$ cat config.mk
export PLATFORM = sky130hd
export DESIGN_NAME = thermal_charge_current_limiter
export DESIGN_NICKNAME = d
export VERILOG_FILES = /design/src/tccl_pkg.sv /design/src/thermal_charge_current_limiter.sv
export SDC_FILE = /design/constraint.sdc
export NUM_CORES = 1
export LEC_CHECK = 0
export BUFFER_PORTS_ARGS = -buffer_cell sky130_fd_sc_hd__buf_2
export CORE_UTILIZATION = 55
export CTS_BUF_LIST = sky130_fd_sc_hd__clkbuf_4 sky130_fd_sc_hd__clkbuf_8
export DETAILED_ROUTE_END_ITERATION = 8
export PLACE_DENSITY = 0.77
export SLEW_MARGIN = 20
export SYNTH_ARGS = -nofsm -noshare
export SYNTH_HDL_FRONTEND = slang
export SYNTH_SLANG_ARGS = --single-unit
export TNS_END_PERCENT = 50
$ cat constraint.sdc
create_clock -name i_clk -period 13.2 [get_ports i_clk]
set_input_delay 2.64 -clock i_clk [delete_from_list [all_inputs] [get_ports i_clk]]
set_output_delay 2.64 -clock i_clk [all_outputs]
set_load 0.01 [all_outputs]
$ cat src/tccl_pkg.sv
// shared types, constants and register codes of the thermal charge current limiter
package tccl_pkg;

    localparam int TEMP_W     = 9;
    localparam int CUR_W      = 16;
    localparam int KEEP_W     = 8;
    localparam int LVL_W      = 2;
    localparam int CFG_IDX_W  = 3;
    localparam int CFG_DATA_W = 16;
    localparam int QUOT_W     = 8;

    localparam int WINDOW_DEFAULT = 60;

    typedef logic signed [TEMP_W-1:0] t_temp;
    typedef logic [CUR_W-1:0]         t_cur;
    typedef logic [KEEP_W-1:0]        t_keep;
    typedef logic [LVL_W-1:0]         t_level;

    localparam t_temp TEMP_MIN = -9'sd40;
    localparam t_temp TEMP_MAX = 9'sd150;

    // throttle levels
    localparam t_level LVL0 = 2'd0;
    localparam t_level LVL1 = 2'd1;
    localparam t_level LVL2 = 2'd2;

    // item operations
    localparam logic OP_TICK    = 1'b0;
    localparam logic OP_REQUEST = 1'b1;

    // configuration register indexes
    localparam logic [CFG_IDX_W-1:0] CFG_THR1   = 3'd0;
    localparam logic [CFG_IDX_W-1:0] CFG_THR2   = 3'd1;
    localparam logic [CFG_IDX_W-1:0] CFG_LIMIT0 = 3'd2;
    localparam logic [CFG_IDX_W-1:0] CFG_LIMIT1 = 3'd3;
    localparam logic [CFG_IDX_W-1:0] CFG_LIMIT2 = 3'd4;
    localparam logic [CFG_IDX_W-1:0] CFG_KEEP   = 3'd5;

    // register values after reset
    localparam t_temp THR1_RST   = 9'sd55;
    localparam t_temp THR2_RST   = 9'sd57;
    localparam t_cur  LIMIT0_RST = 16'd2554;
    localparam t_cur  LIMIT1_RST = 16'd1400;
    localparam t_cur  LIMIT2_RST = 16'd365;
    localparam t_keep KEEP_RST   = 8'd5;

endpackage

$ cat src/thermal_charge_current_limiter.sv
// top level of the thermal charge current limiter: sample window, throttle level, current cap
//
// input channel: i_valid / o_stall carry one request per accepted edge. i_operation selects
// a tick (temperature sample plus discharging flag) or a current request (requested current
// plus battery-responsive flag). output channel: o_valid / i_stall carry one result per
// request, in order: the granted current (zero on a tick), the level after the request and
// the latest windowed average temperature.
// configuration: i_cfg_we writes i_cfg_data into the register picked by i_cfg_idx; unknown
// indexes are dropped. write only while no request is in flight.
// pipeline: a request accepted at an edge passes the input register, running sum,
// divide-by-window multiply and level update / result register, then shows on o_valid.
// throughput: one request per cycle; every stage has its own valid and fills bubbles, so
// new requests keep coming in while a finished result waits on a stalled receiver.
// o_stall rises only once all four stages hold requests and the result is not taken.
// reset (synchronous, active low): empties the pipeline, clears the sample window (through
// per-entry valid bits, no clearing pass), running sum, average, level and both counters,
// and loads the register defaults.
module thermal_charge_current_limiter
    import tccl_pkg::*;
#(
    parameter int WINDOW = WINDOW_DEFAULT
) (
    input  logic                  i_clk,
    input  logic                  i_rst_n,
    // configuration write port
    input  logic                  i_cfg_we,
    input  logic [CFG_IDX_W-1:0]  i_cfg_idx,
    input  logic [CFG_DATA_W-1:0] i_cfg_data,
    // input channel
    input  logic                  i_valid,
    output logic                  o_stall,
    input  logic                  i_operation,
    input  logic signed [TEMP_W-1:0] i_temperature,
    input  logic                  i_discharging,
    input  logic [CUR_W-1:0]      i_requested_current,
    input  logic                  i_battery_responsive,
    // output channel
    output logic                  o_valid,
    input  logic                  i_stall,
    output logic [CUR_W-1:0]      o_granted_current,
    output logic [LVL_W-1:0]      o_level,
    output logic signed [TEMP_W-1:0] o_average_temp
);

    // window geometry
    localparam int POS_W = (WINDOW > 1) ? $clog2(WINDOW) : 1;
    localparam int WIN_LOG = $clog2(WINDOW);
    // running sum spans -40*WINDOW .. 150*WINDOW
    localparam int SUM_W = $clog2(150 * WINDOW + 1) + 1;
    localparam int MAG_W = SUM_W - 1;
    // exact floor(mag / WINDOW) as (mag * MULT) >> SHIFT for any mag below 2**MAG_W
    localparam int SHIFT  = MAG_W + WIN_LOG;
    localparam int MULT   = ((2 ** SHIFT) + WINDOW - 1) / WINDOW;
    localparam int MULT_W = $clog2(MULT + 1);
    localparam int PROD_W = MAG_W + MULT_W;
    localparam logic [MULT_W-1:0] MULT_C = MULT_W'(MULT);
    localparam logic [POS_W-1:0]  POS_LAST = POS_W'(WINDOW - 1);

    typedef logic signed [SUM_W-1:0] t_sum;

    // configuration registers
    t_temp r_thr1, r_thr2;
    t_cur  r_limit0, r_limit1, r_limit2;
    t_keep r_keep;

    always_ff @(posedge i_clk) begin
        if (!i_rst_n) begin
            r_thr1   <= THR1_RST;
            r_thr2   <= THR2_RST;
            r_limit0 <= LIMIT0_RST;
            r_limit1 <= LIMIT1_RST;
            r_limit2 <= LIMIT2_RST;
            r_keep   <= KEEP_RST;
        end else if (i_cfg_we) begin
            unique case (i_cfg_idx)
                CFG_THR1:   r_thr1   <= t_temp'(i_cfg_data[TEMP_W-1:0]);
                CFG_THR2:   r_thr2   <= t_temp'(i_cfg_data[TEMP_W-1:0]);
                CFG_LIMIT0: r_limit0 <= i_cfg_data[CUR_W-1:0];
                CFG_LIMIT1: r_limit1 <= i_cfg_data[CUR_W-1:0];
                CFG_LIMIT2: r_limit2 <= i_cfg_data[CUR_W-1:0];
                CFG_KEEP:   r_keep   <= i_cfg_data[KEEP_W-1:0];
                default: begin
                end
            endcase
        end
    end

    // stage enables: a stage loads when it is empty or its content moves on
    logic r_v1, r_v2, r_v3, r_ov;
    logic en1, en2, en3, en_out;

    assign en_out = !r_ov || !i_stall;
    assign en3    = !r_v3 || en_out;
    assign en2    = !r_v2 || en3;
    assign en1    = !r_v1 || en2;
    assign o_stall = !en1;

    always_ff @(posedge i_clk) begin
        if (!i_rst_n) begin
            r_v1 <= 1'b0;
            r_v2 <= 1'b0;
            r_v3 <= 1'b0;
            r_ov <= 1'b0;
        end else begin
            if (en1)    r_v1 <= i_valid;
            if (en2)    r_v2 <= r_v1;
            if (en3)    r_v3 <= r_v2;
            if (en_out) r_ov <= r_v3;
        end
    end

    // stage 1: input register, sample saturated to the sensor range
    logic  r_s1_op, r_s1_dis, r_s1_resp;
    t_temp r_s1_temp;
    t_cur  r_s1_req;
    t_temp n_s1_temp;

    always_comb begin
        if (i_temperature < TEMP_MIN) begin
            n_s1_temp = TEMP_MIN;
        end else if (i_temperature > TEMP_MAX) begin
            n_s1_temp = TEMP_MAX;
        end else begin
            n_s1_temp = i_temperature;
        end
    end

    always_ff @(posedge i_clk) begin
        if (en1) begin
            r_s1_op   <= i_operation;
            r_s1_temp <= n_s1_temp;
            r_s1_dis  <= i_discharging;
            r_s1_req  <= i_requested_current;
            r_s1_resp <= i_battery_responsive;
        end
    end

    // sample window: memory plus valid bits; the entry at the write position is read ahead
    // into a register so the oldest sample is ready when the tick leaves stage 1
    t_temp            r_ring [WINDOW];
    logic [WINDOW-1:0] r_ring_vld;
    t_temp            r_ring_rd;
    logic             r_ring_rdv;
    logic [POS_W-1:0] r_pos;
    logic [POS_W-1:0] pos_inc, rd_addr;
    logic             ring_we;
    t_temp            old_sample;

    assign ring_we    = r_v1 && en2 && (r_s1_op == OP_TICK);
    assign pos_inc    = (r_pos == POS_LAST) ? '0 : r_pos + 1'b1;
    assign rd_addr    = ring_we ? pos_inc : r_pos;
    assign old_sample = r_ring_rdv ? r_ring_rd : '0;

    always_ff @(posedge i_clk) begin
        if (ring_we) r_ring[r_pos] <= r_s1_temp;
        // a one-entry window reads back the sample being written
        if (ring_we && (rd_addr == r_pos)) begin
            r_ring_rd <= r_s1_temp;
        end else begin
            r_ring_rd <= r_ring[rd_addr];
        end
    end

    always_ff @(posedge i_clk) begin
        if (!i_rst_n) begin
            r_ring_vld <= '0;
            r_ring_rdv <= 1'b0;
            r_pos      <= '0;
        end else begin
            if (ring_we) begin
                r_ring_vld[r_pos] <= 1'b1;
                r_pos             <= pos_inc;
            end
            r_ring_rdv <= (ring_we && (rd_addr == r_pos)) ? 1'b1 : r_ring_vld[rd_addr];
        end
    end

    // running sum, updated as the tick leaves stage 1
    t_sum r_sum, n_sum;
    logic [MAG_W-1:0] n_mag;

    assign n_sum = r_sum + SUM_W'(r_s1_temp) - SUM_W'(old_sample);
    assign n_mag = n_sum[SUM_W-1] ? MAG_W'(-n_sum) : MAG_W'(n_sum);

    always_ff @(posedge i_clk) begin
        if (!i_rst_n) begin
            r_sum <= '0;
        end else if (ring_we) begin
            r_sum <= n_sum;
        end
    end

    // stage 2: magnitude and sign of the new sum
    logic             r_s2_op, r_s2_dis, r_s2_resp, r_s2_neg;
    logic [MAG_W-1:0] r_s2_mag;
    t_cur             r_s2_req;

    always_ff @(posedge i_clk) begin
        if (en2) begin
            r_s2_op   <= r_s1_op;
            r_s2_dis  <= r_s1_dis;
            r_s2_req  <= r_s1_req;
            r_s2_resp <= r_s1_resp;
            r_s2_neg  <= n_sum[SUM_W-1];
            r_s2_mag  <= n_mag;
        end
    end

    // stage 3: reciprocal product for the divide by the window length
    logic              r_s3_op, r_s3_dis, r_s3_resp, r_s3_neg;
    logic [PROD_W-1:0] r_s3_prod;
    t_cur              r_s3_req;

    always_ff @(posedge i_clk) begin
        if (en3) begin
            r_s3_op   <= r_s2_op;
            r_s3_dis  <= r_s2_dis;
            r_s3_req  <= r_s2_req;
            r_s3_resp <= r_s2_resp;
            r_s3_neg  <= r_s2_neg;
            r_s3_prod <= PROD_W'(r_s2_mag) * PROD_W'(MULT_C);
        end
    end

    // final stage: average, throttle level hysteresis, current cap
    logic [QUOT_W-1:0] quot;
    t_temp  avg_new;
    t_temp  r_avg, n_avg;
    t_level r_level, n_level;
    t_keep  r_up, r_dn, n_up, n_dn;
    t_temp  up_thr, dn_thr;
    t_cur   lim, n_granted;
    logic   up_cond, dn_cond;
    logic   mv_out;

    assign mv_out  = r_v3 && en_out;
    assign quot    = r_s3_prod[SHIFT +: QUOT_W];
    // truncate toward zero: divide the magnitude, then restore the sign
    assign avg_new = r_s3_neg ? -t_temp'({1'b0, quot}) : t_temp'({1'b0, quot});

    // next level up uses the next threshold, going down uses the present one
    assign up_thr  = (r_level == LVL0) ? r_thr1 : r_thr2;
    assign dn_thr  = (r_level == LVL2) ? r_thr2 : r_thr1;
    assign up_cond = (r_level != LVL2) && (avg_new >= up_thr);
    assign dn_cond = (r_level != LVL0) && (avg_new < dn_thr);

    always_comb begin
        case (r_level)
            LVL1:    lim = r_limit1;
            LVL2:    lim = r_limit2;
            default: lim = r_limit0;
        endcase
    end

    always_comb begin
        n_avg     = r_avg;
        n_level   = r_level;
        n_up      = r_up;
        n_dn      = r_dn;
        n_granted = '0;
        if (r_s3_op == OP_TICK) begin
            n_avg = avg_new;
            if (r_s3_dis) begin
                n_level = LVL0;
                n_up    = '0;
                n_dn    = '0;
            end else if (up_cond) begin
                n_dn = '0;
                if (r_up < r_keep) begin
                    n_up = r_up + 1'b1;
                end else begin
                    n_up    = '0;
                    n_level = r_level + 1'b1;
                end
            end else if (dn_cond) begin
                n_up = '0;
                if (r_dn < r_keep) begin
                    n_dn = r_dn + 1'b1;
                end else begin
                    n_dn    = '0;
                    n_level = r_level - 1'b1;
                end
            end else begin
                n_up = '0;
                n_dn = '0;
            end
        end else begin
            n_granted = (r_s3_resp && (r_s3_req > lim)) ? lim : r_s3_req;
        end
    end

    always_ff @(posedge i_clk) begin
        if (!i_rst_n) begin
            r_avg   <= '0;
            r_level <= LVL0;
            r_up    <= '0;
            r_dn    <= '0;
        end else if (mv_out) begin
            r_avg   <= n_avg;
            r_level <= n_level;
            r_up    <= n_up;
            r_dn    <= n_dn;
        end
    end

    // result register
    t_cur   r_o_granted;
    t_level r_o_level;
    t_temp  r_o_avg;

    always_ff @(posedge i_clk) begin
        if (en_out) begin
            r_o_granted <= n_granted;
            r_o_level   <= n_level;
            r_o_avg     <= n_avg;
        end
    end

    assign o_valid           = r_ov;
    assign o_granted_current = r_o_granted;
    assign o_level           = r_o_level;
    assign o_average_temp    = r_o_avg;

endmodule

-- Word-level counts from Yosys, hierarchy flattened
Memories as Yosys holds them, arrays and structs flattened. A register that Yosys moved wholly into a read port is not among the register bits.
Index checks and enable logic that the tools add are counted.
Widths: inputs -> output; s select.
- register bits after elaboration: 324
- latch bits: 0
- RAM bits: 540
- bits in read-only memories: 0
- input port bits: 52
- word-level logic and storage cells: 133
- memories kept: 1
- add/subtract/negate cells: 9
- multipliers: 1
- div/mod/pow operators: 0
- magnitude comparators: 10
- eq/ne operators: 10
- shift-type cells: 0
- multiplexer cells: 31
- bitwise operators: 3
- reduce and logical (&&, ||, !) cells: 29
- memories (memory ; words ; width ; rd ports ; clocked after memory_dff ; wr ports ; RTL line ; source):
    r_ring ; 60 ; 9 ; 1 ; 1 ; 1 ; thermal_charge_current_limiter.sv:140 ; t_temp r_ring [WINDOW];
- operator list (cell ; count):
    $or 60x60->60 ; 1
    $mux 8 ; 7
    $mux 9 ; 6
    $pmux 16 s2 ; 1
    $mul 14x15->28 const B ; 1
    $add 8x1->8 const B ; 2
    $gt 16x16->1 ; 1
    $lt 8x8->1 ; 2
    $mux 16 ; 1
    $add 15x9->15 ; 1
    $sub 15x9->15 ; 1
    $lt 6x7->1 const B ; 2
    $mux 14 ; 1
    $neg 14->14 ; 1
    $reduce_and 2->1 ; 7
    $mux 2 ; 6
    $mux 6 ; 2
    $ge 9x9->1 ; 1
    $gt 9x9->1 const B ; 1
    $lt 9x7->1 const B ; 1
    $lt 9x9->1 ; 1
    $neg 8->9 ; 1
    $logic_and 1x1->1 ; 8
    $add 6x1->6 const B ; 1
    21 further kinds ; 36

-- Logic depth before layout (Yosys ltp)
Gate-level depths: netlist (run 1).
- depth after elaboration: 10
- gate-level depth with buffers: 18
- mapped depth without buffers: 18

-- Least setup slack after synthesis (run 1)
OpenSTA, ideal clock, no wires.
- path kind: input to output
- start: input i_stall
- end: output o_stall
- arrival time: 3762 ps
- path slack: 6798 ps
- stages: 4
- cell sequence: and4_4 buf_6 nand2_1 inv_1
- cells in the longest elaborated chain, start to end: 6
- RTL lines (element ; RTL line ; source):
    start: declaration ; thermal_charge_current_limiter.sv:39 ; input logic i_stall,
    $logic_not 1->1 ; thermal_charge_current_limiter.sv:92 ; assign en_out = !r_ov || !i_stall;
    $logic_or 1x1->1 ; thermal_charge_current_limiter.sv:92 ;
    $logic_or 1x1->1 ; thermal_charge_current_limiter.sv:93 ; assign en3 = !r_v3 || en_out;
    $logic_or 1x1->1 ; thermal_charge_current_limiter.sv:94 ; assign en2 = !r_v2 || en3;
    $logic_or 1x1->1 ; thermal_charge_current_limiter.sv:95 ; assign en1 = !r_v1 || en2;
    $logic_not 1->1 ; thermal_charge_current_limiter.sv:96 ; assign o_stall = !en1;
    end: declaration ; thermal_charge_current_limiter.sv:31 ; output logic o_stall,
No other way between the ends.

-- Final worst setup path (run 1)
Same ends and word-level chain as after synthesis.

==> impl_metrics.ini, run 1 <==
[synth]
synth_area_sq_um = 38300
synth_warnings = 0
synth-seq-area-share = 0.617
synthArstFlopShare = 0
synth_edf_count = 657
syn-num-nets = 3536
synth_ff_type = edfxtp_1
synth_cell_type_count = 88
ys_ff_latch = 853
synth_cells = 3295
avgSynthCellArea_sq_um = 11.6

[die]
initial_core_util = 0.557
coreArea_sq_um = 68800
dieArea_sq_um = 70700
die_y_microns = 266
pin_count = 81
die_x_microns = 266
core.rowCount = 96

[layout]
instances_no_fill = 4410
nNetsFinal = 3612
drive_gt1_frac = 0.123
area_delta_synth_final_pct = 10.0
design_area_sq_um = 42200
diodes = 0

[critical_path]
worstPathArrival_ns = 3.73
cpMostUsedCell = buf_2
ff2ff_setup_slack_ns = 8.06
timing.critical_path.to_type = output pin
cp_max_fo = 29
timing.rr.start = r_s2_mag[11]
timing.critical_path.cells = buf_2 > and4_4 > nand2_1 > buf_4 > inv_1 > buf_2
startpoint_type = input port
required_ns = 10.56
slowest_delay_ns = 0.36
r2r_end = r_s3_prod[27]
slowest_stage = buf_4
path_buf_inv = 4
crit_type = in -> out
critPathTopFamily = buffers and inverters
r2r_cells = 15

[global_routing]
antenna_found_initial = 0
grt_max_degree = 105
grt_busiest_layer = met2
grt_pass1_vias = 25700
grt_overflow_total = 0
grt_use_met3 = 0.0540
grtUsageMet2 = 0.433
grt_pass1_wl_microns = 146000
grt_use_met1 = 0.342
grt_util_all_layers = 0.271

[cts]
worstSkewPairLatency_ns = 0.82
cts_hold_buffers = 0
ctsResizeCount = 0
tritoncts = done
post_cts_buffers = 0
clockBufferDepth = 3
cts_num_sinks = 853
cts_root_buf = clkbuf_8
htreeDepth = 4
clk_pin_slew_ns = 0.06
numCtsBuffers = 133

[power]
static-leakage-power_nw = 15.6
pwr-share-clk = 0.311
p_sw_frac = 0.303
netSwitchingPower_mw = 2.23
comb_power_share = 0.266
p_int_mw = 5.12
power_density_nw_per_um2 = 174
pwr-share-seq = 0.423
irDropWorstVdd_uv = 173

[sta]
setup_violations = 0
layout_setup_ws_ns = 6.83
setup_tns_ns = 0
timing.fmax_mhz = 157
worst_slew_pin_slew_ns = 1.14
whs_ns = 0.402
drv_slew = 0
fin_crit_sh = 0.483
max-slew-margin-rel = 0.223
fin_crit_ns = 6.37
skew_ns = 0.0410
hold_violations = 0
rsz0062_at_grt = no

[placed_design]
dp_slack_ns = 6.11
port_buffers = 80
place_area_sq_um = 39400
gp_congestion = 0.989
place_inst = 4167
hpwl_microns = 58600

[min_path]
min_delay_worst_endpoint = r_s2_req[14]
min_from = r_s1_req[14]
hold_depth = 0
holdCritPathClass = reg -> reg

[drt]
dr.pass1.iters = 6
num_vias = 26700
route.detailed.drc = 0
finalWirelength_microns = 95900
route.antenna.remaining_nets = 0
via_per_inst = 6.05
wl_per_cell_microns = 21.7
drt-initial-drc-count = 3166

[outcome]
status = complete, no violations

[job]
drv_cap = 0
## sequential cells by signal, summed over array words and instances, names as in the netlist, 16 cells and up
signal,flops
r_ring,540
r_limit1,16
r_limit2,16
o_granted_current,16
r_limit0,16
r_s2_req,16
r_s1_req,16
r_ring_vld,60
r_s3_req,16
## cells by family (layout without fill, tap and decap cells)
kind of cell / after synthesis / after routing / share of synthesized area
buffers and inverters: 294 / 478 / 0.0336
adder cells (fa/ha/maj): 189 / 189 / 0.0684
XOR/XNOR: 40 / 40 / 0.00914
AND/OR/NAND/NOR: 1330 / 1330 / 0.154
multiplexers: 55 / 55 / 0.0226
flip-flops: 853 / 853 / 0.617
AO/OA/AOI/OAI: 534 / 534 / 0.0950
## placed cells by master (no fill, tap or decap), drive strengths merged, types with 34 or more instances in the layout
| master | instances |
|---|---|
| nor2 | 173 |
| buf | 122 |
| dfxtp | 196 |
| a21oi | 138 |
| edfxtp | 657 |
| nand3 | 301 |
| nand2 | 687 |
| o21a | 61 |
| o22ai | 34 |
| clkinv | 37 |
| fa | 34 |
| a31oi | 55 |
| o21ai | 55 |
| a211oi | 40 |
| ha | 155 |
| inv | 120 |
| and3 | 37 |
| clkbuf | 193 |
## area by class of cell
type | instances | area (sq um)
multi-input combinational | 2148 | 13500
clock inverter | 50 | 353
sequential | 853 | 23700
inverter | 113 | 430
fill | 5288 | 26600
timing repair buffer | 122 | 718
clock buffer | 193 | 2390
tap | 931 | 1160
## how the worst max path moves through the flow
stage | start | endpoint | depth (start not counted)
3_5_place_dp | i_stall | r_ring_rd[5] | 11
4_1_cts | i_stall | o_stall | 6
3_3_place_gp | i_stall | r_ring_rd[5] | 11
5_1_grt | i_stall | r_ring_rd[5] | 11
6_report | i_stall | o_stall | 6
2_1_floorplan | i_stall | o_stall | 4
## routing by layer
metal  up-vias  wire, microns
li1      12100              -
met1     13000          37500
met2      1314          45100
met3       295           7780
met4         0           5480
met5         -              0
## through the flow
stage	total power [mW]	util
2_1_floorplan	4.64	-
3_3_place_gp	5.08	0.573
3_5_place_dp	5.15	0.573
4_1_cts	7.40	0.612
5_1_grt	7.83	0.613
6_report	7.34	0.613
## worst register-to-register path, cell delays in order, from the launching register on
cell and delay, ns:
edfxtp_1 0.47, ha_1 0.35, fa_1 0.54, fa_1 0.45, fa_1 0.47, fa_1 0.44, ha_1 0.30, nand4_1 0.14
nor3_1 0.07, a221oi_1 0.44, a31oi_1 0.26, a41oi_1 0.38, nor2b_1 0.10, o21a_1 0.20, o21ai_1 0.18, xnor2_1 0.09
## power groups by stage
stage	registers, mW	logic (mW)	clock network (mW)
3_5_place_dp	3.16	1.99	0
6_report	3.10	1.96	2.28
5_1_grt	3.11	2.30	2.41
2_1_floorplan	3.16	1.49	0
4_1_cts	3.10	2.00	2.30
3_3_place_gp	3.16	1.92	0
## Yosys cell counts, types with 9 or more instances
cell type	count	share of area
inv_1	111	0.011
and3_1	37	0.0060
o22ai_1	34	0.0055
mux2i_1	21	0.0055
a21o_1	17	0.0033
nor2b_1	12	0.0020
and2_1	16	0.0026
nand2b_1	16	0.0026
nand2_1	686	0.067
nor2_1	169	0.017
fa_1	34	0.018
ha_1	155	0.051
mux4_2	24	0.014
mux2_2	9	0.0026
nor3_1	20	0.0026
a31oi_1	55	0.0090
xor2_1	9	0.0021
nand4_1	16	0.0026
dfxtp_1	196	0.10
o21ai_0	49	0.0064
buf_1	17	0.0017
xnor2_1	31	0.0071
a22oi_1	26	0.0051
nor4b_1	17	0.0039
buf_4	12	0.0024
nand3b_1	9	0.0018
edfxtp_1	657	0.51
clkbuf_1	84	0.0082
o21a_1	60	0.012
nand3_1	300	0.039
a211oi_1	39	0.0076
o31ai_1	26	0.0051
a21oi_1	137	0.018
buf_2	60	0.0078
o211ai_1	9	0.0018
(Power assumes the default switching activity.)
==> inputs of run 2 (changes only) <==
--- a/config.mk
+++ b/config.mk
@@ -5,6 +5,7 @@
 export SDC_FILE = /design/constraint.sdc
 export NUM_CORES = 1
 export LEC_CHECK = 0
+export ABC_AREA = 1
 export BUFFER_PORTS_ARGS = -buffer_cell sky130_fd_sc_hd__buf_2
 export CORE_UTILIZATION = 55
 export CTS_BUF_LIST = sky130_fd_sc_hd__clkbuf_4 sky130_fd_sc_hd__clkbuf_8
==> constraint.sdc (replaced) <==
create_clock -name i_clk -period 6.15 [get_ports i_clk]
set_input_delay 1.23 -clock i_clk [delete_from_list [all_inputs] [get_ports i_clk]]
set_output_delay 1.23 -clock i_clk [all_outputs]
set_load 0.01 [all_outputs]
==> run 2 against run 1 <==
Sequential cell count did not move. Worst hold slack improved by 0.010 ns. Critical path depth rose by 9. Core utilization fell by 0.14 points. Via count rose by 5.5%. Synthesized cell count rose by 19%. Combinational power rose to 2.8 times the previous value. Cell count rose by 14%. Largest cell class unchanged. Largest power group unchanged.
==> impl_metrics.ini, run 2 <==
[synth]
ys_ff_latch = 853
syn-num-nets = 4162
synth.top_cell.area_share = 0.501
synth_cell_type_count = 52
yosysMostFrequentCell = nand2_1
synth-seq-area-share = 0.600
yosysTopAreaCell = edfxtp_1
synth_edf_count = 657
synth_ff_type = edfxtp_1
synthArstFlopShare = 0
avgSynthCellArea_sq_um = 10.0
synth_area_sq_um = 39400
synth_cells = 3921
synth_area_leaders = edfxtp_1 50%, dfxtp_1 10%, nand2_1 6.5%
synth_warnings = 0
yosys-top-cells-count = 678 x nand2_1, 657 x edfxtp_1, 556 x nor2_1

[sta]
rsz0062_at_grt = no
worst_slew_pin_slew_ns = 1.14
skew_ns = 0.0466
layout_setup_ws_ns = 1.54
hold_violations = 0
setup_tns_ns = 0
max-slew-margin-rel = 0.239
timing.fmax_mhz = 217
drv_slew = 0
fin_crit_sh = 0.750
setup_violations = 0
fin_crit_ns = 4.61

[die]
dieArea_sq_um = 72700
coreArea_sq_um = 70500
pin_count = 81
die_y_microns = 270
core.rowCount = 97
initial_core_util = 0.559
die_x_microns = 270

[drt]
finalWirelength_microns = 93300
route.detailed.drc = 0
drt-initial-drc-count = 3109
num_vias = 28200
wl_per_cell_microns = 18.5
via_per_inst = 5.60
dr.pass1.iters = 6
route.antenna.remaining_nets = 0

[power]
irDropWorstVdd_uv = 439
static-leakage-power_nw = 17.5
power_density_nw_per_um2 = 397
finalPower_mw = 17.1

[global_routing]
antenna_found_initial = 2
grt_util_all_layers = 0.255
grt_max_degree = 227
grt_overflow_total = 0
grt_pass1_wl_microns = 146000
grt_pass1_vias = 26700

[cts]
htreeDepth = 4
post_cts_buffers = 0
cts_num_sinks = 853
cts_root_buf = clkbuf_8
cts_hold_buffers = 0
worstSkewPairLatency_ns = 0.80
tritoncts = done
clockBufferDepth = 3
numCtsBuffers = 135
ctsResizeCount = 0
clk_pin_slew_ns = 0.06

[critical_path]
crit_type = reg -> reg
slowest_stage = ha_1
startpoint_type = flop
worstPathArrival_ns = 5.15
timing.critical_path.to_type = flop
required_ns = 6.69
cp_max_fo = 22
ff2ff_setup_slack_ns = 1.54
timing.critical_path.cells = inv_1 > ha_1 > clkinv_1 > a221o_1 > o21ai_0 > ha_1 > inv_1 > o21bai_1 > a221oi_1 > o21ai_0 > nand2_1 > nand4_1 > buf_4 > a21oi_1 > nor2_1
slowest_delay_ns = 0.67

[job]
drv_cap = 0

[layout]
mostFrequentLayoutCell = nand2_1
regMostFlops = r_ring
area_delta_synth_final_pct = 9.43
regArea_sq_um = 23700
multi_input_area_sq_um = 13300
layout_common_cells = 678 x nand2_1, 657 x edfxtp_1, 549 x nor2_1, 392 x inv_1, 294 x nand3_1
nNetsFinal = 4227
reg_top3 = r_ring (540), r_ring_vld (60)
nFillCells = 5558
instances_no_fill = 5032
drive_gt1_frac = 0.0956
largest_reg_flops = 540

[placed_design]
place_inst = 4789
port_buffers = 80
gp_congestion = 0.936
hpwl_microns = 57500
dp_slack_ns = 1.61

[outcome]
status = complete, no violations

[min_path]
holdCritPathClass = reg -> reg
run 2: cell count changes in the layout (fill, tap and decap cells not counted), sizes merged, moves of 53 or more:
| cell | change |
|---|---|
| o21ai | +262 |
| nor2 | +388 |
| a31oi | -53 |
| inv | +283 |
| o21a | -56 |
| a21oi | +89 |
run 2: area by class of cell:
type,count,share of cell area
sequential,853,0.549
multi-input combinational,2476,0.309
clock buffer,201,0.0568
inverter,408,0.0356
tap,940,0.0273
timing repair buffer,112,0.0163
clock inverter,40,0.00667
antenna,2,0.000116
run 2: per-stage QoR:
step | hold slack, ns | cell area (sq um) | utilization
floorplan | 0.400 | 39400 | -
global placement | 0.401 | 40400 | 0.572
detailed placement | 0.405 | 40400 | 0.572
CTS | 0.413 | 43100 | 0.611
global route | 0.408 | 43100 | 0.611
finish | 0.412 | 43100 | 0.611
run 2: worst paths after layout:
path                      from                    to  cells past startpoint
setup / recovery    r_level[0]  o_granted_current[7]                     15
hold / removal    r_s2_req[14]          r_s3_req[14]                      0
setup reg to reg    r_level[0]  o_granted_current[7]                     15
hold reg to reg   r_s2_req[14]          r_s3_req[14]                      0
run 2: metal layers:
layer	GRT usage	share of wire	up-vias
li1	-	-	13400
met1	0.335	0.41	13300
met2	0.415	0.48	1202
met3	0.0439	0.075	238
met4	0.119	0.039	0
met5	0	0	-
run 2: power breakdown:
part	switching [mW]	internal (mW)	leakage, nW
registers	0.145	6.53	7.65
logic	3.41	2.17	8.39
clock network	2.20	2.68	1.46
run 2: critical path: cells and delay by family (launching register included):
kind	cells	cell delay [ns]
AO/OA/AOI/OAI	6	1.25
adder cells (fa/ha/maj)	2	1.01
buffers and inverters	4	1.19
flip-flops	1	0.41
AND/OR/NAND/NOR	3	0.50
run 2: cell families (layout without fill, tap and decap cells):
logic type | Yosys count | in the layout | synth area share
fa+ha+maj | 189 | 189 | 0.0665
xor+xnor | 47 | 47 | 0.0108
compound gates | 642 | 642 | 0.0915
simple gates | 1598 | 1598 | 0.168
buf+inv | 592 | 761 | 0.0629
flops | 853 | 853 | 0.600
other cells | 0 | 2 | 0
